`config.mk`:
```
export PLATFORM = sky130hd
export DESIGN_NAME = kmrg_ctrl
export DESIGN_NICKNAME = d
export VERILOG_FILES = /design/src/design/kmrg_pkg.sv /design/src/design/kmrg_ctrl.sv
export SDC_FILE = /design/constraint.sdc
export NUM_CORES = 1
export LEC_CHECK = 0
export BUFFER_PORTS_ARGS = -buffer_cell sky130_fd_sc_hd__buf_2
export CAP_MARGIN = 20
export CORE_ASPECT_RATIO = 1.2
export CORE_MARGIN = 4
export CORE_UTILIZATION = 35
export CTS_CLUSTER_DIAMETER = 40
export CTS_CLUSTER_SIZE = 8
export DETAILED_ROUTE_END_ITERATION = 6
export GPL_TIMING_DRIVEN = 0
export HOLD_SLACK_MARGIN = 0.15
export PLACE_DENSITY = 0.6
export SYNTH_ARGS = -nofsm -noshare
export SYNTH_HDL_FRONTEND = slang
export SYNTH_SLANG_ARGS = --single-unit
```
`constraint.sdc`:
```
create_clock -name clk -period 5.9 [get_ports clk]
set_input_delay 0.885 -clock clk [delete_from_list [all_inputs] [get_ports clk]]
set_output_delay 0.885 -clock clk [all_outputs]
set_load 0.01 [all_outputs]
```
`src/design/kmrg_pkg.sv`:
```
package kmrg_pkg;

	typedef enum logic [1:0] {
		KIND_LOAD   = 2'd0,
		KIND_FETCH  = 2'd1,
		KIND_REJECT = 2'd2
	} kind_t;

	localparam logic [1:0] CFG_NUM_ARRAYS  = 2'd0;
	localparam logic [1:0] CFG_ARRAY_LEN   = 2'd1;
	localparam logic [1:0] CFG_MERGE_ORDER = 2'd2;

	localparam int CMP_W = 18;

	typedef struct packed {
		logic restart;
		logic load;
		logic fetch;
		logic setup;
		logic qfill;
		logic qrd;
		logic pop1;
		logic pop2;
		logic seq_init;
		logic mrd;
		logic mstep;
		logic crd;
		logic cwr;
		logic after;
	} cmd_t;

	typedef struct packed {
		logic total_ok;
		logic one_total;
		logic load_last;
		logic fetch_last;
		logic balanced;
		logic multi_run;
		logic fill_last;
		logic merge_last;
		logic copy_last;
		logic more;
	} stat_t;

endpackage

```
`src/design/kmrg_ctrl.sv`:
```
module kmrg_ctrl (
	input  logic             clk,
	input  logic             arst_n,
	input  logic             start,
	input  logic             mode,
	input  logic             cfg_hit,
	input  kmrg_pkg::stat_t  stat,
	output kmrg_pkg::cmd_t   cmd,
	output logic             busy,
	output logic             res_valid_s1,
	output kmrg_pkg::kind_t  res_kind_s1,
	output logic             res_last_s1
);

	typedef enum logic [12:0] {
		S_IDLE  = 13'b0000000000001,
		S_SETUP = 13'b0000000000010,
		S_QFILL = 13'b0000000000100,
		S_POP1  = 13'b0000000001000,
		S_POP1W = 13'b0000000010000,
		S_POP2  = 13'b0000000100000,
		S_POP2W = 13'b0000001000000,
		S_SEQ   = 13'b0000010000000,
		S_MRD   = 13'b0000100000000,
		S_MCMP  = 13'b0001000000000,
		S_CRD   = 13'b0010000000000,
		S_CWR   = 13'b0100000000000,
		S_NEXT  = 13'b1000000000000
	} state_t;

	typedef enum logic [1:0] {
		PH_LOADING = 2'd0,
		PH_READY   = 2'd1,
		PH_DONE    = 2'd2
	} phase_t;

	state_t state_q, state_d;
	phase_t phase_q, phase_d;
	logic accept, load_done;
	kmrg_pkg::kind_t kind_d;

	assign accept = start && (state_q == S_IDLE);
	assign busy   = (state_q != S_IDLE);

	always_comb begin
		cmd       = '0;
		state_d   = state_q;
		phase_d   = phase_q;
		kind_d    = kmrg_pkg::KIND_REJECT;
		load_done = 1'b0;
		if (accept && stat.total_ok) begin
			if (!mode) begin
				if (phase_q == PH_DONE || phase_q == PH_LOADING) begin
					cmd.restart = (phase_q == PH_DONE);
					cmd.load    = 1'b1;
					kind_d      = kmrg_pkg::KIND_LOAD;
					load_done   = (phase_q == PH_DONE) ? stat.one_total : stat.load_last;
					phase_d     = load_done ? PH_READY : PH_LOADING;
				end
			end else if (phase_q == PH_READY) begin
				cmd.fetch = 1'b1;
				kind_d    = kmrg_pkg::KIND_FETCH;
				if (stat.fetch_last) phase_d = PH_DONE;
			end
		end
		if (cfg_hit) begin
			cmd.restart = 1'b1;
			phase_d     = PH_LOADING;
		end
		case (state_q)
			S_IDLE: begin
				if (load_done) state_d = S_SETUP;
			end
			S_SETUP: begin
				cmd.setup = 1'b1;
				if (!stat.multi_run) state_d = S_IDLE;
				else if (stat.balanced) state_d = S_QFILL;
				else state_d = S_SEQ;
			end
			S_QFILL: begin
				cmd.qfill = 1'b1;
				if (stat.fill_last) state_d = S_POP1;
			end
			S_POP1: begin
				cmd.qrd = 1'b1;
				state_d = S_POP1W;
			end
			S_POP1W: begin
				cmd.pop1 = 1'b1;
				state_d  = S_POP2;
			end
			S_POP2: begin
				cmd.qrd = 1'b1;
				state_d = S_POP2W;
			end
			S_POP2W: begin
				cmd.pop2 = 1'b1;
				state_d  = S_MRD;
			end
			S_SEQ: begin
				cmd.seq_init = 1'b1;
				state_d      = S_MRD;
			end
			S_MRD: begin
				cmd.mrd = 1'b1;
				state_d = S_MCMP;
			end
			S_MCMP: begin
				cmd.mstep = 1'b1;
				state_d   = stat.merge_last ? S_CRD : S_MRD;
			end
			S_CRD: begin
				cmd.crd = 1'b1;
				state_d = S_CWR;
			end
			S_CWR: begin
				cmd.cwr = 1'b1;
				state_d = stat.copy_last ? S_NEXT : S_CRD;
			end
			S_NEXT: begin
				cmd.after = 1'b1;
				if (!stat.more) state_d = S_IDLE;
				else if (stat.balanced) state_d = S_POP1;
				else state_d = S_SEQ;
			end
			default: state_d = S_IDLE;
		endcase
	end

	always_ff @(posedge clk or negedge arst_n) begin
		if (!arst_n) begin
			state_q      <= S_IDLE;
			phase_q      <= PH_LOADING;
			res_valid_s1 <= 1'b0;
			res_kind_s1  <= kmrg_pkg::KIND_REJECT;
			res_last_s1  <= 1'b0;
		end else begin
			state_q      <= state_d;
			phase_q      <= phase_d;
			res_valid_s1 <= accept;
			res_kind_s1  <= kind_d;
			res_last_s1  <= cmd.fetch && stat.fetch_last;
		end
	end

endmodule

```
==> metrics.yaml, run 1 <==
floorplanning:
  fp-row-count: 22
  fp.dieW_um: 61.1
  die_y_um: 71.8
  die_area_mm2: 0.00439
  ios: 34
  start_util: 0.375
  core-area_mm2: 0.00317
placement:
  place_congestion: 0.783
  dp.cells: 187
  hpwl_um: 2010
  port_buffers: 33
global_route:
  track_usage: 0.133
  grt_first_pass_wirelength_um: 4400
  antenna_found_initial: 0
  first_global_vias: 1016
  grt_max_degree: 20
  grt.overflow.total: 0
cells_and_area:
  final_util: 0.450
  fin_cells: 191
  layout.nets: 171
  layout-drive-gt1-share: 0.335
  n_antenna_cell: 0
  multi_input_area_um2: 648
  regArea_um2: 478
  nFillCells: 311
  area_growth_syn_to_layout_pct: 20.0
min_path:
  worstHoldPathType: "in -> async"
route:
  dr.pass1.iters: 3
  wl_per_cell_um: 13.5
  first_iter_violations: 46
  drtAntennaViolNets: 0
  vias: 1029
  vias_per_cell: 5.39
  drc: 0
  drt-total-wl_um: 2580
clocking:
  path_clk_slew_ns: 0.12
  postCtsSetupRepairBufs: 0
  htreeDepth: 1
  cts_hold_buf: 0
  cts_buffer_depth: 2
  clock_sinks: 19
  clock_latency_ns: 0.31
  root_buffer: "clkbuf_4"
  cts_tree: "done"
  numCtsBuffers: 3
  post_cts_resized: 0
setup_path:
  required_ns: 5.02
  cp.arrival_ns: 2.45
  endpoint_kind: "output pin"
  crit_fanout: 9
  path_class: "reg -> out"
  startpoint_type: "flip-flop"
timing:
  clock_skew_ns: 0.00308
  fin_crit_sh: 0.566
  hold_viol_final: 0
  worstMarginPinSlew_ns: 0.429
  drv_slew: 0
  slew_headroom: 0.714
  fin_crit_ns: 3.34
  holdWs_ns: 0.494
  rsz0062_at_grt: "no"
  finalSetupViolCount: 0
  tns_ns: 0
  max_freq_mhz: 299
pwr:
  ir_drop_uv: 121
  power_density_mw_per_mm2: 218
  leakagePower_nw: 0.720
run:
  drv_cap: 0
yosys:
  synth_area_mm2: 0.00119
  avgSynthCellArea_um2: 10.1
  synth_warnings: 0
  ys_ff_latch: 19
  syn_inst: 118
  ys_types: 45
  yosysSeqAreaShare: 0.403
  syn_nets: 133
run_status:
  outcome: "complete, no violations"
Yosys cell counts:
| master | number | share of area |
|---|---|---|
| dfrtp_1 | 17 | 0.36 |
| nor2_1 | 10 | 0.032 |
| nor3b_1 | 7 | 0.044 |
| inv_1 | 6 | 0.019 |
| o21ai_0 | 5 | 0.021 |
| and2_1 | 4 | 0.021 |
| and3_1 | 3 | 0.016 |
| clkbuf_1 | 3 | 0.0095 |
| nand2_1 | 3 | 0.0095 |
| nor4_1 | 3 | 0.016 |
| o21ai_1 | 3 | 0.013 |
| or4_1 | 3 | 0.019 |
| xor2_1 | 3 | 0.022 |
| a21oi_1 | 2 | 0.0084 |
| a32o_1 | 2 | 0.017 |
| and3b_1 | 2 | 0.015 |
| and4_1 | 2 | 0.015 |
| buf_4 | 2 | 0.013 |
| dfstp_2 | 2 | 0.044 |
| mux2i_1 | 2 | 0.017 |
| nand2b_1 | 2 | 0.011 |
| nand3_1 | 2 | 0.0084 |
| nand4_1 | 2 | 0.011 |
| nand4b_1 | 2 | 0.015 |
| nor3_1 | 2 | 0.0084 |
| nor3_2 | 2 | 0.017 |
| nor4b_1 | 2 | 0.015 |
| or4_4 | 2 | 0.019 |
| xnor2_1 | 2 | 0.015 |
| a211oi_1 | 1 | 0.0063 |
| a21o_1 | 1 | 0.0063 |
| a221oi_1 | 1 | 0.0074 |
| a22o_1 | 1 | 0.0074 |
| a22oi_1 | 1 | 0.0063 |
| a41oi_1 | 1 | 0.0074 |
| and4b_1 | 1 | 0.0084 |
| buf_6 | 1 | 0.0095 |
| mux2_2 | 1 | 0.0095 |
| nand3_4 | 1 | 0.015 |
| nand3b_1 | 1 | 0.0063 |
| nor3_4 | 1 | 0.014 |
| nor3b_2 | 1 | 0.011 |
| nor4_2 | 1 | 0.011 |
| nor4b_4 | 1 | 0.020 |
| or4b_1 | 1 | 0.0084 |
final timing paths:
check                           start    endpoint  slack (ns)  cells after the start
setup / recovery           state_q[9]     cmd[11]        2.56                      7
hold / removal                 arst_n  state_q[5]        0.49                      1
setup reg to reg           state_q[5]  state_q[0]        3.79                      6
hold reg to reg            state_q[5]  state_q[5]        0.55                      2
max in group asynchronous      arst_n  state_q[0]        5.07                      1
min in group clk           state_q[5]  state_q[5]        0.55                      2
cell type report:
type                            instances  area share
Buffer                                  6      0.0264
Clock buffer                            3      0.0158
Clock inverter                          1     0.00351
Inverter                                6      0.0158
Multi-Input combinational cell         87       0.455
Sequential cell                        19       0.336
Tap cell                               36      0.0316
Timing Repair Buffer                   33       0.116
power breakdown:
group,total [mW],internal [mW],switching [mW]
clock network,0.0692,0.0253,0.0439
logic,0.0939,0.0424,0.0515
registers,0.147,0.140,0.00768
total,0.310,0.207,0.103
critical path, stage by stage, from the launching register on:
cell      delay (ns)
dfrtp_1         0.38
clkbuf_1        0.18
or4_4           0.59
nor4b_4         0.36
nand3_4         0.16
nor3_4          0.23
buf_4           0.13
buf_2           0.11
per-layer routing:
layer / track usage / share of wire / up-vias
met2: 0.226 / 0.51 / 20
li1: - / - / 516
met3: 0.0306 / 0.043 / 5
met4: 0.0651 / 0.021 / 0
met5: 0 / 0 / -
met1: 0.152 / 0.42 / 488
placed cells by master (no fill, tap or decap), drive strengths merged, types with 3 or more instances in the layout:
cell,instances
nor3,5
nor4b,3
and3,3
or4,5
nor4,4
nor2,10
nand3,3
nand2,3
buf,36
xor2,3
clkbuf,6
nor3b,8
o21ai,8
and2,4
inv,6
dfrtp,17
logic make-up (layout without fill, tap and decap cells):
group | Yosys count | in the layout | synth area share
flip-flops | 19 | 19 | 0.403
AO/OA/AOI/OAI | 18 | 18 | 0.100
XOR/XNOR | 5 | 5 | 0.0369
multiplexers | 3 | 3 | 0.0264
AND/OR/NAND/NOR | 61 | 61 | 0.383
buffers and inverters | 12 | 49 | 0.0506
state kept, by name, summed over array words and instances, names as in the netlist:
signal / cells
res_valid_s1: 1
state_q: 13
res_kind_s1: 2
phase_q: 2
res_last_s1: 1
stage by stage:
| step | area [um2] | worst slack (ns) | total power, mW |
|---|---|---|---|
| after floorplan | 1190 | 3.01 | 0.215 |
| after global placement | 1400 | 2.90 | 0.243 |
| after detailed placement | 1400 | 2.89 | 0.244 |
| after CTS | 1420 | 2.52 | 0.314 |
| after global routing | 1420 | 2.39 | 0.333 |
| final | 1420 | 2.56 | 0.310 |
(Power assumes the default switching activity.)
==> run 2, diff against run 1 <==
--- a/config.mk
+++ b/config.mk
@@ -5,6 +5,7 @@
 export SDC_FILE = /design/constraint.sdc
 export NUM_CORES = 1
 export LEC_CHECK = 0
+export ABC_AREA = 1
 export BUFFER_PORTS_ARGS = -buffer_cell sky130_fd_sc_hd__buf_2
 export CAP_MARGIN = 20
 export CORE_ASPECT_RATIO = 1.2
==> constraint.sdc (replaced) <==
create_clock -name clk -period 3.45 [get_ports clk]
set_input_delay 0.5175 -clock clk [delete_from_list [all_inputs] [get_ports clk]]
set_output_delay 0.5175 -clock clk [all_outputs]
set_load 0.01 [all_outputs]
==> metrics.yaml, run 2 <==
run_status:
  outcome: "complete, no violations"  # unchanged
route:
  wl_per_cell_um: 11.3  # was 13.5 um
  vias_per_cell: 4.63  # was 5.39
  first_iter_violations: 39  # was 46
  dr.pass1.iters: 4  # was 3
  vias: 1078  # was 1029
  drtAntennaViolNets: 0  # unchanged
  drt-total-wl_um: 2630  # was 2580 um
  drc: 0  # unchanged
yosys:
  synthTopCellsByCount: "inv_1 (36), nand2_1 (30), nor2_1 (22)"  # was dfrtp_1 (17), nor2_1 (10), nor3b_1 (7)
  ys_types: 25  # was 45
  synth_warnings: 0  # unchanged
  ys_ff_latch: 19  # unchanged
  ys_top_cells_by_area: "dfrtp_1 (36%), inv_1 (12%), nand2_1 (9.6%)"  # was dfrtp_1 (36%), dfstp_2 (4.4%), nor3b_1 (4.4%)
  synth_most_common_cell: "inv_1"  # was dfrtp_1
  synth_area_mm2: 0.00117  # was 0.00119 mm2
  synth_area_leader_cell: "dfrtp_1"  # unchanged
  syn_inst: 160  # was 118
  synth_edf_count: 0  # unchanged
  yosysSeqAreaShare: 0.408  # was 0.403
  synth.top_cell.area_share: 0.363  # was 0.359
  avgSynthCellArea_um2: 7.32  # was 10.1 um2
  syn_nets: 175  # was 133
  synthFlopType: "dfrtp_1"  # unchanged
  synthArstFlopShare: 1.00  # unchanged
placement:
  hpwl_um: 2230  # was 2010 um
  place_congestion: 0.854  # was 0.783
  port_buffers: 33  # unchanged
setup_path:
  path_class: "reg -> out"  # unchanged
  crit_slowest_cell: "dfstp_2"  # was or4_4
  r2r_start: "state_q[7]"  # was state_q[5]
  cp-startpoint: "state_q[0]"  # was state_q[9]
  endpoint_kind: "output pin"  # unchanged
  required_ns: 2.93  # was 5.02 ns
  startpoint_type: "flip-flop"  # unchanged
  cp.arrival_ns: 1.81  # was 2.45 ns
  crit_fanout: 4  # was 9
  crit_end: "cmd[13]"  # was cmd[11]
  max_stage_delay_ns: 0.54  # was 0.59 ns
  path_depth: 9  # was 7
  crit_buf_inv: 3  # unchanged
  r2r_slack_ns: 1.86  # was 3.79 ns
  crit_family: "simple AND/OR/NAND/NOR gates"  # unchanged
  r2r_cells: 12  # was 6
  path_cells: "inv_1, nor2_1, nand2_1, nor2_4, nand4_4, nor2_4, inv_1, o21ai_0, buf_2"  # was clkbuf_1, or4_4, nor4b_4, nand3_4, nor3_4, buf_4, buf_2
  reg2reg_to: "state_q[0]"  # unchanged
timing:
  holdWs_ns: 0.149  # was 0.494 ns
  drv_slew: 0  # unchanged
  max_freq_mhz: 429
  worstMarginPinSlew_ns: 0.443  # was 0.429 ns
  fin_crit_sh: 0.676
  finalSetupViolCount: 0  # unchanged
  hold_viol_final: 0  # unchanged
  clock_skew_ns: 0.00153  # was 0.00308 ns
  slew_headroom: 0.705  # was 0.714
  tns_ns: 0  # unchanged
  rsz0062_at_grt: "no"  # unchanged
  fin_crit_ns: 2.33
cells_and_area:
  regMostFlops: "state_q"  # unchanged
  largest_reg_flops: 13  # unchanged
  top_regs: "state_q: 13 flops, phase_q: 2 flops, res_kind_s1: 2 flops"  # unchanged
  final_cell_mix: "inv_1 (36), buf_2 (33), nand2_1 (30), nor2_1 (22), dfrtp_1 (17)"  # was buf_2 (33), dfrtp_1 (17), nor2_1 (10), nor3b_1 (7), inv_1 (6)
  layout-drive-gt1-share: 0.274  # was 0.335
  final_common_cell: "inv_1"  # was buf_2
  layout.nets: 213  # was 171
  n_antenna_cell: 0  # unchanged
  area_growth_syn_to_layout_pct: 20.2  # was 20.0%
floorplanning:
  core-area_mm2: 0.00314  # was 0.00317 mm2
  start_util: 0.373  # was 0.375
  die_area_mm2: 0.00434  # was 0.00439 mm2
  die_y_um: 71.4  # was 71.8 um
  ios: 34  # unchanged
  fp-row-count: 22  # unchanged
  fp.dieW_um: 60.8  # was 61.1 um
run:
  drv_cap: 0  # unchanged
clocking:
  root_buffer: "clkbuf_4"  # unchanged
  path_clk_slew_ns: 0.11  # was 0.12 ns
  cts_buffer_depth: 2  # unchanged
  cts_hold_buf: 0  # unchanged
  htreeDepth: 1  # unchanged
  postCtsSetupRepairBufs: 0  # unchanged
  cts_tree: "done"  # unchanged
  numCtsBuffers: 3  # unchanged
  clock_latency_ns: 0.29  # was 0.31 ns
  post_cts_resized: 0  # unchanged
  clock_sinks: 19  # unchanged
pwr:
  leakagePower_nw: 0.838  # was 0.720 nW
  power_density_mw_per_mm2: 379  # was 218 mW/mm2
  ir_drop_uv: 169  # was 121 uV
global_route:
  grt_first_pass_wirelength_um: 4620  # was 4400 um
  track_usage: 0.138  # was 0.133
  grt.overflow.total: 0  # unchanged
  first_global_vias: 1099  # was 1016
  antenna_found_initial: 0  # unchanged
  grt_max_degree: 20  # unchanged
min_path:
  worstHoldPathType: "in -> async"  # unchanged
-- run 2: area by class of cell --
type | count | area [um2]
Inverter | 36 | 135
Sequential cell | 19 | 478
Multi-Input combinational cell | 104 | 551
Buffer | 1 | 7.51
Fill cell | 350 | 1730
Clock buffer | 4 | 26.3
Tap cell | 36 | 45.0
Timing Repair Buffer | 33 | 165
-- run 2: power by group --
part	total, mW	switching [mW]	internal, mW
clock	0.114	0.0689	0.0450
combinational	0.171	0.113	0.0575
sequential	0.249	0.00829	0.241
total	0.534	0.190	0.343
-- run 2: worst min path at each step --
stage,startpoint,to,depth (start not counted)
CTS,arst_n,state_q[9],1
finish,arst_n,state_q[9],1
floorplan,arst_n,phase_q[0],0
global placement,arst_n,state_q[9],1
detailed placement,arst_n,state_q[9],1
global route,arst_n,state_q[8],1
-- run 2: stage by stage --
step | worst slack (ns) | cells | cell area, um2 | util | power (mW)
6_report | 1.12 | 233 | 1410 | 0.449 | 0.534
2_1_floorplan | 1.50 | 160 | 1170 | - | 0.374
4_1_cts | 1.07 | 233 | 1410 | 0.449 | 0.545
5_1_grt | 0.894 | 233 | 1410 | 0.449 | 0.576
3_3_place_gp | 1.43 | 229 | 1380 | 0.440 | 0.423
3_5_place_dp | 1.43 | 229 | 1380 | 0.440 | 0.426
-- run 2: per-layer routing --
layer,global-route usage,wire length (um),vias up
li1,-,-,573
met3,0.0360,212,2
met5,0,0,-
met4,0.0434,17,0
met1,0.173,1140,475
met2,0.226,1260,28
-- run 2: cells by family after synthesis --
family / share of synthesized area
compound gates: 0.0791
buf+inv: 0.122
flops: 0.408
simple gates: 0.391
-- run 2: worst reg2reg max path, cell delays in order, from the launching register on --
cell and delay [ns]:
dfrtp_1 0.45, nor2_2 0.17, nand2_2 0.12, nor2_2 0.21, nand2_1 0.13, nand2_1 0.09
inv_1 0.04, nand2_1 0.05, nor2_1 0.04, nand3_1 0.07, nand3_1 0.08, nand2_1 0.06
inv_1 0.04
==> run 3, diff against run 2 <==
--- a/config.mk
+++ b/config.mk
@@ -5,7 +5,7 @@
 export SDC_FILE = /design/constraint.sdc
 export NUM_CORES = 1
 export LEC_CHECK = 0
-export ABC_AREA = 1
+export ABC_AREA = 0
 export BUFFER_PORTS_ARGS = -buffer_cell sky130_fd_sc_hd__buf_2
 export CAP_MARGIN = 20
 export CORE_ASPECT_RATIO = 1.2
==> constraint.sdc (replaced) <==
create_clock -name clk -period 2.4 [get_ports clk]
set_input_delay 0.36 -clock clk [delete_from_list [all_inputs] [get_ports clk]]
set_output_delay 0.36 -clock clk [all_outputs]
set_load 0.01 [all_outputs]
==> metrics.yaml, run 3 (same netlist as run 1, synthesis figures left out) <==
floorplanning:
  fp-row-count: 22  # unchanged
  core-area_mm2: 0.00317  # was 0.00314 mm2
  die_y_um: 71.8  # was 71.4 um
  die_area_mm2: 0.00439  # was 0.00434 mm2
  fp.dieW_um: 61.1  # was 60.8 um
  ios: 34  # unchanged
  start_util: 0.375  # was 0.373
setup_path:
  cp.arrival_ns: 2.22  # was 1.81 ns
  max_stage_delay_ns: 0.46  # was 0.54 ns
  required_ns: 2.04  # was 2.93 ns
  endpoint_kind: "output pin"  # unchanged
  crit_fanout: 3  # was 4
  r2r_cells: 6  # was 12
  startpoint_type: "flip-flop"  # unchanged
  r2r_start: "state_q[4]"  # was state_q[7]
  cp-startpoint: "state_q[4]"  # was state_q[0]
  path_cells: "buf_4, buf_6, nor4_4, nand2_1, or4_4, nor3b_2, buf_2"  # was inv_1, nor2_1, nand2_1, nor2_4, nand4_4, nor2_4, inv_1, o21ai_0, buf_2
  path_class: "reg -> out"  # unchanged
  crit_slowest_cell: "or4_4"  # was dfstp_2
clocking:
  clock_latency_ns: 0.31  # was 0.29 ns
  clock_sinks: 19  # unchanged
  cts_buffer_depth: 2  # unchanged
  path_clk_slew_ns: 0.11  # about the same
  cts_tree: "done"  # unchanged
  htreeDepth: 1  # unchanged
  numCtsBuffers: 3  # unchanged
  root_buffer: "clkbuf_4"  # unchanged
cells_and_area:
  layout-drive-gt1-share: 0.539  # was 0.274
  layout.nets: 194  # was 213
  regMostFlops: "state_q"  # unchanged
  fin_cells: 214  # was 233
  largest_reg_flops: 13  # unchanged
  final_cell_mix: "buf_2 (31), buf_4 (23), dfrtp_1 (10), nor2_1 (9), dfrtp_2 (7)"  # was inv_1 (36), buf_2 (33), nand2_1 (30), nor2_1 (22), dfrtp_1 (17)
  n_antenna_cell: 0  # unchanged
  final_common_cell: "buf_2"  # was inv_1
  area_growth_syn_to_layout_pct: 45.3  # was 20.2%
  top_regs: "state_q: 13 flops, phase_q: 2 flops, res_kind_s1: 2 flops"  # unchanged
  stdcell_area_mm2: 0.00172  # was 0.00141 mm2
  nFillCells: 284  # was 350
route:
  met2_length_um: 1690  # was 1260 um
  first_iter_violations: 39  # unchanged
  dr.pass1.iters: 4  # unchanged
  wl_met3_um: 123  # was 212 um
  drtAntennaViolNets: 0  # unchanged
  vias: 1153  # was 1078
  vias_per_cell: 5.39  # was 4.63
  wl_per_cell_um: 14.2  # was 11.3 um
  drt-met1-wl_um: 1180  # was 1140 um
  highest_layer: "met4"  # unchanged
  drc: 0  # unchanged
  drt-total-wl_um: 3050  # was 2630 um
min_path:
  worstHoldPathType: "in -> reg"  # was in -> async
  min_path_cells: 2
  min_from: "stat[5]"
run_status:
  violations: "negative setup slack"
  outcome: "finished, violations left"  # was complete, no violations
global_route:
  grt.overflow.total: 0  # unchanged
  grt_first_pass_wirelength_um: 4710  # was 4620 um
  grt_max_degree: 20  # unchanged
  track_usage: 0.142  # was 0.138
  first_global_vias: 1067  # was 1099
  antenna_found_initial: 0  # unchanged
timing:
  finalSetupViolCount: 11  # was 0
  fin_crit_sh: 1.07
  hold_viol_final: 0  # unchanged
  fin_crit_ns: 2.58
  clock_skew_ns: 0.00117  # was 0.00153 ns
  drv_slew: 0  # unchanged
  worstMarginPinSlew_ns: 0.430  # was 0.443 ns
  fin_ws_ns: -0.177  # was 1.12 ns
  slew_headroom: 0.714  # was 0.705
  max_freq_mhz: 388
  rsz0062_at_grt: "yes"  # was no
placement:
  placed_area_mm2: 0.00140  # was 0.00138 mm2
  place_congestion: 0.783  # was 0.854
  hpwl_um: 2010  # was 2230 um
  dp_slack_ns: -0.0896  # was 1.43 ns
  port_buffers: 33  # unchanged
  dp.cells: 187  # was 229
pwr:
  leakagePower_nw: 0.866  # was 0.838 nW
  ir_drop_uv: 310  # was 169 uV
  power_density_mw_per_mm2: 490  # was 379 mW/mm2
  totalPowerFinal_uw: 845  # was 534 uW
run:
  drv_cap: 0  # unchanged
run 3: cell types whose count changed in the layout (fill, tap and decap cells not counted), moves of 4 or more:
| cell | previous run | this run |
|---|---|---|
| nand2_2 | 4 | 0 |
| buf_6 | 0 | 6 |
| inv_1 | 36 | 5 |
| nor2_1 | 22 | 9 |
| dfrtp_2 | 0 | 7 |
| nor2_2 | 4 | 0 |
| nor3_1 | 7 | 1 |
| buf_4 | 1 | 23 |
| nand2_1 | 30 | 3 |
| nand3_1 | 8 | 0 |
| dfrtp_1 | 17 | 10 |
| nor3b_2 | 0 | 5 |
run 3: routing by layer:
| layer | up-vias | track usage |
|---|---|---|
| li1 | 559 | - |
| met1 | 565 | 0.158 |
| met2 | 24 | 0.247 |
| met3 | 5 | 0.0306 |
| met4 | 0 | 0.0651 |
| met5 | - | 0 |
run 3: through the flow:
step	hold WS, ns	util	setup TNS, ns
after floorplan	0.0644	-	0
after global placement	0.323	0.441	-0.109
after detailed placement	0.329	0.441	-0.162
after CTS	0.209	0.488	-1.70
after global routing	0.196	0.544	-2.77
final	0.213	0.544	-1.03
run 3: path summary, 6_finish.rpt:
check / to / slack, ns
max: cmd[1] / -0.18
min: state_q[7] / 0.21
max reg2reg: state_q[0] / 0.27
min reg2reg: state_q[11] / 0.62
max in group asynchronous: res_kind_s1[1] / 1.56
min in group asynchronous: state_q[5] / 0.51
run 3: timing repair:
item                                    4_1_cts  5_1_grt
setup buffers                                12       13
hold buffers                                  1        0
endpoints found under the setup margin       15       15
pin swaps                                     8        7
resized for setup                            11       19
endpoints found under the hold margin        17        0
run 3: worst max-delay path, delay by kind of cell (launching register included):
kind / cells / cell delay (ns)
buffers and inverters: 3 / 0.41
flip-flops: 1 / 0.43
AND/OR/NAND/NOR: 4 / 1.06
run 3: power by group:
group | leakage, nW | internal [mW] | switching (mW)
Sequential | 0.245 | 0.343 | 0.0246
Clock | 0.0177 | 0.0624 | 0.106
Combinational | 0.603 | 0.160 | 0.149
Total | 0.866 | 0.566 | 0.279
run 3: layout make-up:
cell class / instances / area [um2] / share of cell area
clock inverters: 1 / 5.00 / 0.00290
plain buffers: 4 / 30.0 / 0.0174
repair buffers: 58 / 379 / 0.220
clock buffers: 3 / 22.5 / 0.0131
multi-input cells: 87 / 732 / 0.425
inverters: 6 / 22.5 / 0.0131
well taps: 36 / 45.0 / 0.0261
flip-flops and latches: 19 / 487 / 0.282
